[config.mk]
export PLATFORM = sky130hd
export DESIGN_NAME = weighted_fair_thread_picker_unit
export DESIGN_NICKNAME = d
export VERILOG_FILES = /design/src/rtl/wftp_pkg.sv /design/src/rtl/wftp_div.sv /design/src/rtl/wftp_store.sv /design/src/rtl/weighted_fair_thread_picker_unit.sv
export SDC_FILE = /design/constraint.sdc
export NUM_CORES = 2
export LEC_CHECK = 0
export BUFFER_PORTS_ARGS = -buffer_cell sky130_fd_sc_hd__buf_2
export CAP_MARGIN = 5
export CORE_UTILIZATION = 68
export DETAILED_ROUTE_END_ITERATION = 7
export PLACE_DENSITY = 0.85
export SKIP_LAST_GASP = 1
export SLEW_MARGIN = 40
export SYNTH_ARGS = -nofsm -noshare
export SYNTH_HDL_FRONTEND = slang
export SYNTH_SLANG_ARGS = --single-unit
[constraint.sdc]
create_clock -name clk_i -period 16.27 [get_ports clk_i]
set_input_delay 3.254 -clock clk_i [delete_from_list [all_inputs] [get_ports clk_i]]
set_output_delay 3.254 -clock clk_i [all_outputs]
set_load 0.1 [all_outputs]
[src/rtl/wftp_pkg.sv]
// wftp_pkg: shared types, widths and the priority-to-weight table
// for the weighted fair thread picker; no dependencies
package wftp_pkg;

  localparam int DEF_TABLE_DEPTH   = 16;
  localparam int DEF_LATENCY_TICKS = 48;

  localparam int ID_W    = 8;
  localparam int PRIO_W  = 2;
  localparam int SVC_W   = 16;
  localparam int VRT_W   = 23;
  localparam int ARR_W   = 16;
  localparam int WGT_W   = 17;
  localparam int SLICE_W = 8;
  localparam int QCNT_W  = 5;
  localparam int LAT_W   = 8;
  localparam int GRAN_W  = 8;

  // dividend covers 1024*svc_ticks and latency*weight
  localparam int DVD_W     = 26;
  localparam int VRT_SHIFT = 10;
  localparam int WGT_MAX   = 88761;

  localparam logic [GRAN_W-1:0] MIN_GRAN_RESET = 8'd3;

  localparam logic REQ_ADD    = 1'b0;
  localparam logic REQ_SELECT = 1'b1;

  typedef struct packed {
    logic              req_type;
    logic [ID_W-1:0]   thread_id;
    logic [PRIO_W-1:0] thread_priority;
    logic [SVC_W-1:0]  svc_ticks;
    logic              is_ready;
  } in_item_t;

  typedef struct packed {
    logic               found;
    logic [ID_W-1:0]    picked_id;
    logic [SLICE_W-1:0] slice_ticks;
    logic [VRT_W-1:0]   picked_vruntime;
    logic [QCNT_W-1:0]  queued_count;
    logic               overflowed;
  } out_item_t;

  typedef struct packed {
    logic [ID_W-1:0]   thread;
    logic [PRIO_W-1:0] weight_class;
    logic [VRT_W-1:0]  vruntime;
    logic [ARR_W-1:0]  arrival;
  } entry_t;

  typedef struct packed {
    logic rd_en;
    logic wr_en;
    logic clr_en;
  } store_ctl_t;

  function automatic logic [WGT_W-1:0] weight_of(input logic [PRIO_W-1:0] cls);
    logic [WGT_W-1:0] w;
    case (cls)
      2'd0:    w = 17'd88761;
      2'd1:    w = 17'd29154;
      2'd2:    w = 17'd1024;
      default: w = 17'd15;
    endcase
    return w;
  endfunction

endpackage

[src/rtl/wftp_div.sv]
// wftp_div: restoring serial divider, one quotient bit per cycle
// depends on nothing but its parameters
module wftp_div #(
  parameter int DVD_W = 26,
  parameter int DSR_W = 26
) (
  input  logic             clk_i,
  input  logic             rst_ni,
  input  logic             start_i,
  input  logic [DVD_W-1:0] dividend_i,
  input  logic [DSR_W-1:0] divisor_i,
  output logic             busy_o,
  output logic [DVD_W-1:0] quotient_o
);

  localparam int CW = $clog2(DVD_W + 1);
  localparam logic [CW-1:0] CNT_INIT = CW'(DVD_W);

  logic             busy_q;
  logic [CW-1:0]    cnt_q;
  logic [DVD_W-1:0] quo_q;
  logic [DSR_W-1:0] rem_q;
  logic [DSR_W-1:0] dsr_q;
  logic [DSR_W:0]   trial;
  logic [DSR_W:0]   diff;
  logic             ge;

  assign trial = {rem_q, quo_q[DVD_W-1]};
  assign ge    = trial >= {1'b0, dsr_q};
  assign diff  = trial - {1'b0, dsr_q};

  always_ff @(posedge clk_i or negedge rst_ni) begin
    if (!rst_ni) begin
      busy_q <= 1'b0;
      cnt_q  <= '0;
    end else if (start_i) begin
      busy_q <= 1'b1;
      cnt_q  <= CNT_INIT;
    end else if (busy_q) begin
      cnt_q <= cnt_q - 1'b1;
      if (cnt_q == CW'(1)) begin
        busy_q <= 1'b0;
      end
    end
  end

  always_ff @(posedge clk_i) begin
    if (start_i) begin
      quo_q <= dividend_i;
      rem_q <= '0;
      dsr_q <= divisor_i;
    end else if (busy_q) begin
      rem_q <= ge ? diff[DSR_W-1:0] : trial[DSR_W-1:0];
      quo_q <= {quo_q[DVD_W-2:0], ge};
    end
  end

  assign busy_o     = busy_q;
  assign quotient_o = quo_q;

endmodule

[src/rtl/wftp_store.sv]
// wftp_store: ready table entries in a synchronous memory plus per-entry valid bits
// depends on wftp_pkg
module wftp_store #(
  parameter int TABLE_DEPTH = 16,
  parameter int IDX_W       = 4
) (
  input  logic                 clk_i,
  input  logic                 rst_ni,
  input  wftp_pkg::store_ctl_t ctl_i,
  input  logic [IDX_W-1:0]     rd_addr_i,
  input  logic [IDX_W-1:0]     wr_addr_i,
  input  logic [IDX_W-1:0]     clr_addr_i,
  input  wftp_pkg::entry_t     wr_data_i,
  output wftp_pkg::entry_t     rd_data_o,
  output logic                 rd_valid_o,
  output logic [TABLE_DEPTH-1:0] valid_o
);
  import wftp_pkg::*;

  entry_t                 mem_q [TABLE_DEPTH];
  entry_t                 rd_data_q;
  logic                   rd_valid_q;
  logic [TABLE_DEPTH-1:0] valid_q;

  always_ff @(posedge clk_i) begin
    if (ctl_i.wr_en) begin
      mem_q[wr_addr_i] <= wr_data_i;
    end
    if (ctl_i.rd_en) begin
      rd_data_q <= mem_q[rd_addr_i];
    end
  end

  always_ff @(posedge clk_i or negedge rst_ni) begin
    if (!rst_ni) begin
      valid_q    <= '0;
      rd_valid_q <= 1'b0;
    end else begin
      if (ctl_i.wr_en) begin
        valid_q[wr_addr_i] <= 1'b1;
      end
      if (ctl_i.clr_en) begin
        valid_q[clr_addr_i] <= 1'b0;
      end
      if (ctl_i.rd_en) begin
        rd_valid_q <= valid_q[rd_addr_i];
      end
    end
  end

  assign rd_data_o  = rd_data_q;
  assign rd_valid_o = rd_valid_q;
  assign valid_o    = valid_q;

endmodule

[src/rtl/weighted_fair_thread_picker_unit.sv]
// weighted_fair_thread_picker_unit: ready table with least-vruntime pick and weighted slice
// add: entry written once the serial vruntime divide is done and a free slot is found
// select: result registered after one memory read per entry, a multiply and a divide;
//   an empty select goes straight to done, an ignored or dropped add leaves the picker idle
// input is taken again in the cycle after an item retires; a held result stalls the select in done
// reset is asynchronous active low: table empty, counters cleared, slice floor 3
module weighted_fair_thread_picker_unit #(
  parameter int TABLE_DEPTH   = wftp_pkg::DEF_TABLE_DEPTH,
  parameter int LATENCY_TICKS = wftp_pkg::DEF_LATENCY_TICKS
) (
  input  logic                clk_i,
  input  logic                rst_ni,
  input  logic                in_valid_i,
  output logic                in_stall_o,
  input  wftp_pkg::in_item_t  in_item_i,
  output logic                out_valid_o,
  input  logic                out_stall_i,
  output wftp_pkg::out_item_t out_item_o,
  input  logic                cfg_we_i,
  input  logic [7:0]          cfg_data_i
);
  import wftp_pkg::*;

  // table geometry and arithmetic widths
  localparam int IDX_W  = (TABLE_DEPTH > 1) ? $clog2(TABLE_DEPTH) : 1;
  localparam int CNT_W  = $clog2(TABLE_DEPTH + 1);
  localparam int WTOT_W = $clog2(WGT_MAX * TABLE_DEPTH + 1);
  localparam int DEN_W  = WTOT_W + CNT_W;
  localparam int NUM_W  = LAT_W + WGT_W;
  localparam int DSR_W  = (DEN_W > WGT_W) ? DEN_W : WGT_W;

  localparam logic [CNT_W-1:0] DEPTH_CNT  = CNT_W'(TABLE_DEPTH);
  localparam logic [IDX_W:0]   DEPTH_SCAN = (IDX_W + 1)'(TABLE_DEPTH);
  localparam logic [LAT_W-1:0] LAT_C      = LAT_W'(LATENCY_TICKS);

  typedef enum logic [6:0] {
    ST_IDLE  = 7'b0000001,
    ST_ADD   = 7'b0000010,
    ST_SCAN  = 7'b0000100,
    ST_MUL   = 7'b0001000,
    ST_START = 7'b0010000,
    ST_DIV   = 7'b0100000,
    ST_DONE  = 7'b1000000
  } state_e;

  // control state
  state_e             state_q, state_d;
  logic [CNT_W-1:0]   count_q, count_d;
  logic [WTOT_W-1:0]  wtot_q, wtot_d;
  logic [ARR_W-1:0]   arr_q, arr_d;
  logic               drop_q, drop_d;
  logic [GRAN_W-1:0]  min_gran_q, min_gran_d;
  logic               out_valid_q, out_valid_d;
  logic [IDX_W:0]     scan_q, scan_d;
  logic               slot_ok_q, slot_ok_d;
  logic               pend_q, pend_d;
  logic               have_q, have_d;

  // payload
  in_item_t           item_q, item_d;
  logic [IDX_W-1:0]   pend_idx_q, pend_idx_d;
  logic [IDX_W-1:0]   best_idx_q, best_idx_d;
  logic [VRT_W-1:0]   best_vrt_q, best_vrt_d;
  logic [ARR_W-1:0]   best_age_q, best_age_d;
  logic [ID_W-1:0]    best_thr_q, best_thr_d;
  logic [PRIO_W-1:0]  best_cls_q, best_cls_d;
  logic [NUM_W-1:0]   num_q, num_d;
  logic [DEN_W-1:0]   den_q, den_d;
  out_item_t          res_q, res_d;
  out_item_t          out_item_q, out_item_d;

  // datapath wires
  logic               in_xfer;
  store_ctl_t         st_ctl;
  entry_t             wr_entry;
  entry_t             rd_entry;
  logic               rd_valid;
  logic [TABLE_DEPTH-1:0] valid_vec;
  logic               div_start;
  logic [DVD_W-1:0]   div_dvd;
  logic [DSR_W-1:0]   div_dsr;
  logic               div_busy;
  logic [DVD_W-1:0]   div_quo;
  logic [ARR_W-1:0]   rd_age;
  logic               rd_better;
  logic [NUM_W-1:0]   num_full;
  logic [DEN_W-1:0]   den_full;
  logic [SLICE_W-1:0] slice_raw;
  logic [WGT_W-1:0]   best_wgt;

  assign in_stall_o = (state_q != ST_IDLE);
  assign in_xfer    = in_valid_i && !in_stall_o;

  // age relative to the arrival counter, wraps mod 2^16
  assign rd_age    = arr_q - rd_entry.arrival;
  assign rd_better = !have_q || (rd_entry.vruntime < best_vrt_q) ||
                     ((rd_entry.vruntime == best_vrt_q) && (rd_age > best_age_q));

  assign best_wgt  = weight_of(best_cls_q);
  assign num_full  = LAT_C * best_wgt;
  assign den_full  = wtot_q * count_q;
  assign slice_raw = div_quo[SLICE_W-1:0];

  // new entry goes into the free slot found by the scan
  always_comb begin
    wr_entry              = '0;
    wr_entry.thread       = item_q.thread_id;
    wr_entry.weight_class = item_q.thread_priority;
    wr_entry.vruntime     = div_quo[VRT_W-1:0];
    wr_entry.arrival      = arr_q;
  end

  always_comb begin
    state_d     = state_q;
    count_d     = count_q;
    wtot_d      = wtot_q;
    arr_d       = arr_q;
    drop_d      = drop_q;
    min_gran_d  = min_gran_q;
    out_valid_d = out_valid_q;
    scan_d      = scan_q;
    slot_ok_d   = slot_ok_q;
    pend_d      = pend_q;
    have_d      = have_q;
    item_d      = item_q;
    pend_idx_d  = pend_idx_q;
    best_idx_d  = best_idx_q;
    best_vrt_d  = best_vrt_q;
    best_age_d  = best_age_q;
    best_thr_d  = best_thr_q;
    best_cls_d  = best_cls_q;
    num_d       = num_q;
    den_d       = den_q;
    res_d       = res_q;
    out_item_d  = out_item_q;
    st_ctl      = '0;
    div_start   = 1'b0;
    div_dvd     = DVD_W'(num_q);
    div_dsr     = DSR_W'(den_q);

    if (cfg_we_i) begin
      min_gran_d = cfg_data_i;
    end
    // output register drains independently of the engine
    if (out_valid_q && !out_stall_i) begin
      out_valid_d = 1'b0;
    end

    unique case (state_q)
      ST_IDLE: begin
        if (in_xfer) begin
          item_d = in_item_i;
          if (in_item_i.req_type == REQ_ADD) begin
            // not-ready threads are ignored outright
            if (in_item_i.is_ready) begin
              if (count_q >= DEPTH_CNT) begin
                drop_d = 1'b1;
              end else begin
                div_start = 1'b1;
                div_dvd   = DVD_W'(in_item_i.svc_ticks) << VRT_SHIFT;
                div_dsr   = DSR_W'(weight_of(in_item_i.thread_priority));
                scan_d    = '0;
                slot_ok_d = 1'b0;
                state_d   = ST_ADD;
              end
            end
          end else begin
            if (count_q == '0) begin
              // empty table: answer with found cleared
              res_d            = '0;
              res_d.overflowed = drop_q;
              state_d          = ST_DONE;
            end else begin
              scan_d  = '0;
              pend_d  = 1'b0;
              have_d  = 1'b0;
              state_d = ST_SCAN;
            end
          end
        end
      end
      ST_ADD: begin
        // lowest free slot, searched one valid bit per cycle during the divide
        if (!slot_ok_q) begin
          if (!valid_vec[scan_q[IDX_W-1:0]]) begin
            slot_ok_d = 1'b1;
          end else begin
            scan_d = scan_q + 1'b1;
          end
        end else if (!div_busy) begin
          st_ctl.wr_en = 1'b1;
          arr_d        = arr_q + 1'b1;
          wtot_d       = wtot_q + WTOT_W'(weight_of(item_q.thread_priority));
          count_d      = count_q + 1'b1;
          state_d      = ST_IDLE;
        end
      end
      ST_SCAN: begin
        // read issue, then compare in the next cycle
        if (scan_q != DEPTH_SCAN) begin
          st_ctl.rd_en = 1'b1;
          scan_d       = scan_q + 1'b1;
        end
        pend_d     = (scan_q != DEPTH_SCAN);
        pend_idx_d = scan_q[IDX_W-1:0];
        if (pend_q && rd_valid && rd_better) begin
          have_d     = 1'b1;
          best_idx_d = pend_idx_q;
          best_vrt_d = rd_entry.vruntime;
          best_age_d = rd_age;
          best_thr_d = rd_entry.thread;
          best_cls_d = rd_entry.weight_class;
        end
        if ((scan_q == DEPTH_SCAN) && !pend_q) begin
          state_d = ST_MUL;
        end
      end
      ST_MUL: begin
        num_d   = num_full;
        den_d   = den_full;
        state_d = ST_START;
      end
      ST_START: begin
        div_start = 1'b1;
        state_d   = ST_DIV;
      end
      ST_DIV: begin
        if (!div_busy) begin
          res_d.found           = 1'b1;
          res_d.picked_id       = best_thr_q;
          res_d.slice_ticks     = (slice_raw < min_gran_q) ? min_gran_q : slice_raw;
          res_d.picked_vruntime = best_vrt_q;
          res_d.queued_count    = QCNT_W'(count_q);
          res_d.overflowed      = drop_q;
          state_d               = ST_DONE;
        end
      end
      ST_DONE: begin
        // retire the pick when the output register can take the result
        if (!out_valid_q || !out_stall_i) begin
          out_valid_d = 1'b1;
          out_item_d  = res_q;
          if (res_q.found) begin
            st_ctl.clr_en = 1'b1;
            wtot_d        = wtot_q - WTOT_W'(best_wgt);
            count_d       = count_q - 1'b1;
          end
          state_d = ST_IDLE;
        end
      end
      default: begin
        state_d = ST_IDLE;
      end
    endcase
  end

  always_ff @(posedge clk_i or negedge rst_ni) begin
    if (!rst_ni) begin
      state_q     <= ST_IDLE;
      count_q     <= '0;
      wtot_q      <= '0;
      arr_q       <= '0;
      drop_q      <= 1'b0;
      min_gran_q  <= MIN_GRAN_RESET;
      out_valid_q <= 1'b0;
      scan_q      <= '0;
      slot_ok_q   <= 1'b0;
      pend_q      <= 1'b0;
      have_q      <= 1'b0;
    end else begin
      state_q     <= state_d;
      count_q     <= count_d;
      wtot_q      <= wtot_d;
      arr_q       <= arr_d;
      drop_q      <= drop_d;
      min_gran_q  <= min_gran_d;
      out_valid_q <= out_valid_d;
      scan_q      <= scan_d;
      slot_ok_q   <= slot_ok_d;
      pend_q      <= pend_d;
      have_q      <= have_d;
    end
  end

  always_ff @(posedge clk_i) begin
    item_q     <= item_d;
    pend_idx_q <= pend_idx_d;
    best_idx_q <= best_idx_d;
    best_vrt_q <= best_vrt_d;
    best_age_q <= best_age_d;
    best_thr_q <= best_thr_d;
    best_cls_q <= best_cls_d;
    num_q      <= num_d;
    den_q      <= den_d;
    res_q      <= res_d;
    out_item_q <= out_item_d;
  end

  wftp_store #(
    .TABLE_DEPTH(TABLE_DEPTH),
    .IDX_W      (IDX_W)
  ) u_store (
    .clk_i     (clk_i),
    .rst_ni    (rst_ni),
    .ctl_i     (st_ctl),
    .rd_addr_i (scan_q[IDX_W-1:0]),
    .wr_addr_i (scan_q[IDX_W-1:0]),
    .clr_addr_i(best_idx_q),
    .wr_data_i (wr_entry),
    .rd_data_o (rd_entry),
    .rd_valid_o(rd_valid),
    .valid_o   (valid_vec)
  );

  // shared by the vruntime and the slice computation
  wftp_div #(
    .DVD_W(DVD_W),
    .DSR_W(DSR_W)
  ) u_div (
    .clk_i     (clk_i),
    .rst_ni    (rst_ni),
    .start_i   (div_start),
    .dividend_i(div_dvd),
    .divisor_i (div_dsr),
    .busy_o    (div_busy),
    .quotient_o(div_quo)
  );

  assign out_valid_o = out_valid_q;
  assign out_item_o  = out_item_q;

  // occupancy never exceeds the table
  a_count_bound : assert property (@(posedge clk_i) disable iff (!rst_ni)
    count_q <= DEPTH_CNT)
    else $error("entry count above table depth");

  // entry count tracks the valid bits
  a_count_valid : assert property (@(posedge clk_i) disable iff (!rst_ni)
    $countones(valid_vec) == count_q)
    else $error("entry count disagrees with valid bits");

  // a new transfer is only taken with the divider free
  a_idle_div : assert property (@(posedge clk_i) disable iff (!rst_ni)
    !in_stall_o |-> !div_busy)
    else $error("input taken while divider busy");

endmodule

After elaboration in Yosys (flattened, before gate mapping)
Memory sizes are Yosys's and may differ from the RTL's. A register that Yosys moved wholly into a read port is not among the register bits.
Index checks and enable logic that the tools add are counted.
- register bits: 372
- bits in writable memories: 784
- bits of input ports: 41
- output and inout port bits: 48
- memories: 1
- $add $sub $neg: 9
- multiply operators: 2
- order comparisons: 9
- equal/unequal tests: 38
- multiplexer cells: 99
- bitwise operators: 5
- reduce and logical (&&, ||, !) cells: 38
- memory list (name ; words ; width ; read ports ; clocked after Yosys merged registers in ; write ports ; line ; RTL):
    u_store.mem_q ; 16 ; 49 ; 1 ; 1 ; 1 ; wftp_store.sv:20 ; entry_t mem_q [TABLE_DEPTH];
- operator list (cell ; count):
    $mux W26 ; 13
    $mux W46 ; 4
    $pmux W17 S3 ; 3
    $pmux W46 S2 ; 1
    $mux W21 ; 4
    $mux W5 ; 14
    $mux W7 ; 10
    $mux W17 ; 3
    $pmux W7 S7 ; 1
    $pmux W21 S2 ; 1
    $ne A2 B2 Y1 const B ; 17
    $mux W1 ; 33
    $mux W16 ; 2
    $ge A27 B26 Y1 ; 1
    $mul A21 B5 Y26 ; 1
    $sub A26 B26 Y26 ; 1
    $reduce_and A5 Y1 ; 5
    $eq A23 B23 Y1 ; 1
    $lt A23 B23 Y1 ; 1
    $add A21 B17 Y21 ; 1
    $sub A21 B17 Y21 ; 1
    $mul A2 B17 Y19 const A ; 1
    $add A16 B1 Y16 const B ; 1
    $and A16 B16 Y16 ; 1
    other kinds (42) ; 79

Longest topological paths before layout
- depth in word-level cells: 9
- depth in mapped cells: 21
- depth with buffers taken out: 21

Cells and area by module
Synthesis repeated with hierarchy kept, for this count alone.
- cells, all modules: 3177
- area, all modules: 52801.9 um2
- modules (own cells, without submodules) (module ; instances ; cells an instance ; area each (um2) ; sequential area each (um2)):
    wftp_store ; 1 ; 1212 ; 31724.2 ; 25439.4
    weighted_fair_thread_picker_unit ; 1 ; 1498 ; 16199.3 ; 7596.0
    wftp_div ; 1 ; 467 ; 4878.4 ; 2232.1

Least setup slack after synthesis
No wires, ideal clock.
- path kind: register to register
- start point: reg arr_q[0]
- end point: reg best_age_q[0], enable pin
- setup time: 498 ps
- data arrival time: 6328 ps
- path slack: 9444 ps
- cell stages (with the launch flop): 20
- path buffers: 0
- cells stage by stage: dfrtp_1 inv_1 ha_1 inv_1 fa_1 a21o_1 a21oi_1 o21bai_1 a21o_1 a21oi_1 o21ai_0 nand2_1 a221oi_1 xor2_1 ha_1 nand2_1 or3_1 a21oi_1 o21ai_0 a31oi_1
- word-level cells in the longest chain between the ends: 6
- RTL lines (what ; line ; RTL):
    start: declaration ; weighted_fair_thread_picker_unit.sv:50 ; logic [ARR_W-1:0] arr_q, arr_d;
    start signal: assignment ; weighted_fair_thread_picker_unit.sv:274 ; arr_q <= arr_d;
    $sub A16 B16 Y16 ; weighted_fair_thread_picker_unit.sv:95 ; assign rd_age = arr_q - rd_entry.arrival;
    via rd_age[14] ; weighted_fair_thread_picker_unit.sv:84 ; logic [ARR_W-1:0] rd_age;
    $gt A16 B16 Y1 ; weighted_fair_thread_picker_unit.sv:97 ; ((rd_entry.vruntime == best_vrt_q) && (rd_age > best_age_q));
    $logic_and A1 B1 Y1 ; weighted_fair_thread_picker_unit.sv:97 ;
    $logic_or A1 B1 Y1 ; weighted_fair_thread_picker_unit.sv:96 ; assign rd_better = !have_q || (rd_entry.vruntime < best_vrt_q) ||
    $logic_and A1 B1 Y1 ; weighted_fair_thread_picker_unit.sv:206 ; if (pend_q && rd_valid && rd_better) begin
    $reduce_and A2 Y1 (no source line) ; n/a ;
    end signal: assignment ; weighted_fair_thread_picker_unit.sv:290 ; best_age_q <= best_age_d;
    end: declaration ; weighted_fair_thread_picker_unit.sv:64 ; logic [ARR_W-1:0] best_age_q, best_age_d;
The timed path passes the listed nets, and every way through them passes these cells.
A chain may end at the register's enable or synchronous reset.

Worst setup path after layout
- start point: reg arr_q[1]
- end point: reg best_vrt_q[22], enable pin
- word-level cells in the longest chain between the ends: 6
- RTL lines (what ; line ; RTL):
    $sub A16 B16 Y16 ; weighted_fair_thread_picker_unit.sv:95 ;
    via rd_age[15] ; weighted_fair_thread_picker_unit.sv:84 ;
    $gt A16 B16 Y1 ; weighted_fair_thread_picker_unit.sv:97 ;
    $logic_and A1 B1 Y1 ; weighted_fair_thread_picker_unit.sv:97 ;
    $logic_or A1 B1 Y1 ; weighted_fair_thread_picker_unit.sv:96 ;
    $logic_and A1 B1 Y1 ; weighted_fair_thread_picker_unit.sv:206 ;
    $reduce_and A2 Y1 (no source line) ; n/a ;
    end signal: assignment ; weighted_fair_thread_picker_unit.sv:289 ; best_vrt_q <= best_vrt_d;
    end: declaration ; weighted_fair_thread_picker_unit.sv:63 ; logic [VRT_W-1:0] best_vrt_q, best_vrt_d;
The timed path passes the listed nets, and every way through them passes these cells.

==> run metrics <==
CTS tree=yes; Pleak=~21 nW; area grow syn2layout=11.0%; register share of total power=34.1%; Hold Path Class=flip-flop to flip-flop; # Max-Cap Violations=0; Power Internal=about 8 mW; Clk Latency, worst-skew pair=0.69 ns; Mapped Nets=3409; Sw Ratio=between 30% and 40%; antenna violations before repair=1; IO Port Bufs=88; Main synth FF type=edfxtp_1; top cells by area, synth=edfxtp_1 62%, mux4_2 11%, dfrtp_1 4.2%, ha_1 4.1%, fa_1 2.3%; Setup WS pre-CTS=just over 10 ns; maximum vdd drop=between 0.5 and 0.6 mV; layout cell share with drive strength beyond 1=~19%; Overflow after GRT=0; fin. max-slew vios=0; largest net degree at the start of global routing=between 70 and 80; worst-case clock buffer depth=3; Register-to-Register Path Depth=17; Synth top cells by count=1081 x edfxtp_1, 250 x mux4_2, 209 x nand2_1; NumNets Final=roughly 3600; crit path max fanout=39; Worst Path Arrival=6.80 ns; CP Launch Type=flip-flop; die height=roughly 280 um; full die area=just under 80000 sq um; CTS Buf Count=110; Avg WL per Cell=30.3 um; GRT Total Usage=a little over a third; cts hold-fix bufs=0; DRT Pass-1 Iters=8; Placed Instances=approximately 4200; clock power share=between 10% and 20%; final setup fails=0; Post-synth EDFFs=1081; htree depth=3; detailed-route via count=30520; P_sw=roughly 5.0 mW; Post-Syn Instances=3136; setup slack after layout=9.78 ns; dominant cell type by area after synthesis=edfxtp_1; WP data required=between 15 and 20 ns; GP Congestion=around 0.93; Yosys top cell area share=between 60% and 70%; Core ar.=roughly 76000 sq um; hold path start=res_q[29]; antenna-violating nets left=0; critical path's largest stage delay=0.87 ns; FFs w/ async S/R, synth=approximately 7.5%; Netlist Area Pre-Place=52100 sq um; CTS sink cnt=1197; Unique masters post-synth=83; power share of the combinational group=46.0%; status=completed; YS warnings=0; Yosys reg bits=between 1000 and 1500; Initial DRC Count=4267; vias in the first global route=31004; Root Buffer=clkbuf_16; clock skew=0.0250 ns; WHS Endpoint=out_item_o[29]; Sum Neg Setup Slack=0 ns; # DRC=0; first-pass GRT wire length=just under 200000 um; Post-CTS Setup Repair Bufs=0; fin area=approximately 58000 sq um; Rel. slew slack=between 40 and 50%; Seq/Total Area, Yosys=67.6%; Period minus WS final=about 6.5 ns; I/O pin count=between 80 and 90; worst slew pin tran=0.893 ns; # diodes=0; worst r2r dst=best_vrt_q[22]; Worst setup EP type=flip-flop; Worst R2R Setup Slack=a little under 10 ns; RSZ-0062 raised after global routing=no; Clock Pin Slew Worst Setup and Hold Paths=about 0.06 ns; origin of the critical flop-to-flop path=arr_q[1]; placed inst area=~54000 sq um; Max Clk Rate=roughly 150 MHz; worst hold path cell count=0; Starting Density=approximately 70%; non-filler cells in the finished layout=4400; Post-DP HPWL=77100 um; pwr/cell area=about 220 nW/um^2; dominant cell by count in the synthesized netlist=edfxtp_1; Fin. Hold Viols=0; syn_area_per_cell=approximately 17 sq um; chip width=~280 um; Final period util=39.9%; kind of critical path=flip-flop to flip-flop; final WL=approximately 130000 um; Cell Chain, Critical Path=ha_1 > nor2b_1 > o21ai_0 > a21boi_0 > o21ai_0 > a21oi_1 > a2111oi_0 > o31ai_1 > a21oi_1 > xnor2_1 > ha_1 > nand2_1 > or3_1 > a21oi_1 > o21ai_0 > a31oi_4 > buf_4; Avg Vias per Cell=between 6 and 7; PostCTS Resize Cnt=0; Max stage delay cell, worst path=dfrtp_1; Cell Rows=roughly 100
## metrics by stage
step | hold slack, ns | utilization, % | total power, mW
final | 0.417 | 76.2 | 13.0
after global routing | 0.424 | 76.2 | 13.7
after CTS | 0.419 | 76.1 | 12.9
after detailed placement | 0.405 | 71.4 | 10.2
after global placement | 0.400 | 70.9 | 9.92
after floorplan | 0.400 | - | 8.63
## final cells by class
class | instances | area [sq um]
repair buffers | 144 | 1110
inverters | 186 | 698
clock buffers | 147 | 3060
flip-flops and latches | 1197 | 35300
clock inverters | 56 | 541
well taps | 1030 | 1290
fillers | 3923 | 18100
multi-input cells | 1640 | 15900
## sequential cells by signal (all words and copies together) (netlist names), 4 cells and up
signal             count
arr_q                 16
best_age_q            16
best_idx_q             4
best_thr_q             8
best_vrt_q            23
count_q                5
den_q                 26
item_q                10
min_gran_q             8
num_q                 11
out_item_o            46
pend_idx_q             4
res_q                 46
scan_q                 5
state_q                7
u_div.cnt_q            5
u_div.dsr_q           26
u_div.quotient_o      26
u_div.rem_q           26
u_store.mem_q        784
u_store.rd_data_o     49
u_store.valid_o       16
wtot_q                21
## worst max-delay path, delay by kind of cell, from the launching register on
| kind | cells | cell delay, ns |
|---|---|---|
| AND/OR/NAND/NOR | 3 | 0.66 |
| AO/OA/AOI/OAI | 10 | 3.08 |
| buffers and inverters | 1 | 0.61 |
| flip-flops | 1 | 0.87 |
| adder cells (fa/ha/maj) | 2 | 0.71 |
| XOR/XNOR | 1 | 0.15 |
## layout by cell type, fill, tap and decap left out, types with 13 or more instances in the layout
master,instances
xor2_1,41
clkinv_1,15
mux2i_1,17
mux4_2,250
clkbuf_1,24
clkbuf_16,113
clkinv_2,21
nor3_1,24
and3_1,22
nor2b_1,15
nand2b_1,23
a21o_1,39
dfxtp_1,26
buf_4,32
xnor2_1,60
fa_1,61
dfrtp_1,82
nor2_4,13
o21bai_1,13
edfxtp_1,1081
and2_1,90
o21ai_0,98
a21oi_1,111
nand3_1,30
inv_1,184
ha_1,171
nor2_1,151
buf_2,87
a211oi_1,15
nand2_1,208
nand4_1,26
## logic make-up after synthesis
group           Yosys count  synth area share [%]
buf+inv                 299                  2.21
mux                     275                  11.3
compound gates          383                  4.74
xor+xnor                101                  1.70
flops                  1197                  67.6
fa+ha+maj               232                  6.45
simple gates            649                  5.99
## power groups by stage
stage	Sequential [mW]	Clock (mW)	Combinational, mW
2_1_floorplan	4.27	0	4.36
3_3_place_gp	4.45	0	5.46
3_5_place_dp	4.47	0	5.77
4_1_cts	4.41	2.60	5.87
5_1_grt	4.46	2.71	6.53
6_report	4.43	2.59	5.98
## how the worst max path moves through the flow
| stage | to | slack [ns] | startpoint | cells past startpoint |
|---|---|---|---|---|
| after global routing | best_vrt_q[22] | 9.71 | arr_q[1] | 17 |
| after detailed placement | best_vrt_q[3] | 10.40 | arr_q[1] | 17 |
| after CTS | best_vrt_q[15] | 10.07 | arr_q[1] | 17 |
| after global placement | best_vrt_q[13] | 10.68 | arr_q[1] | 17 |
| final | best_vrt_q[22] | 9.78 | arr_q[1] | 17 |
| after floorplan | best_age_q[0] | 9.44 | arr_q[0] | 19 |
## per-layer routing
| metal | vias up | track usage [%] | share of wire (%) |
|---|---|---|---|
| met2 | 2356 | 57.9 | 49 |
| li1 | 12289 | - | - |
| met4 | 2 | 15.6 | 5.1 |
| met1 | 15349 | 45.6 | 35 |
| met5 | - | 0 | 0.0098 |
| met3 | 524 | 6.38 | 10 |
Power figures use the tool's default switching activity.
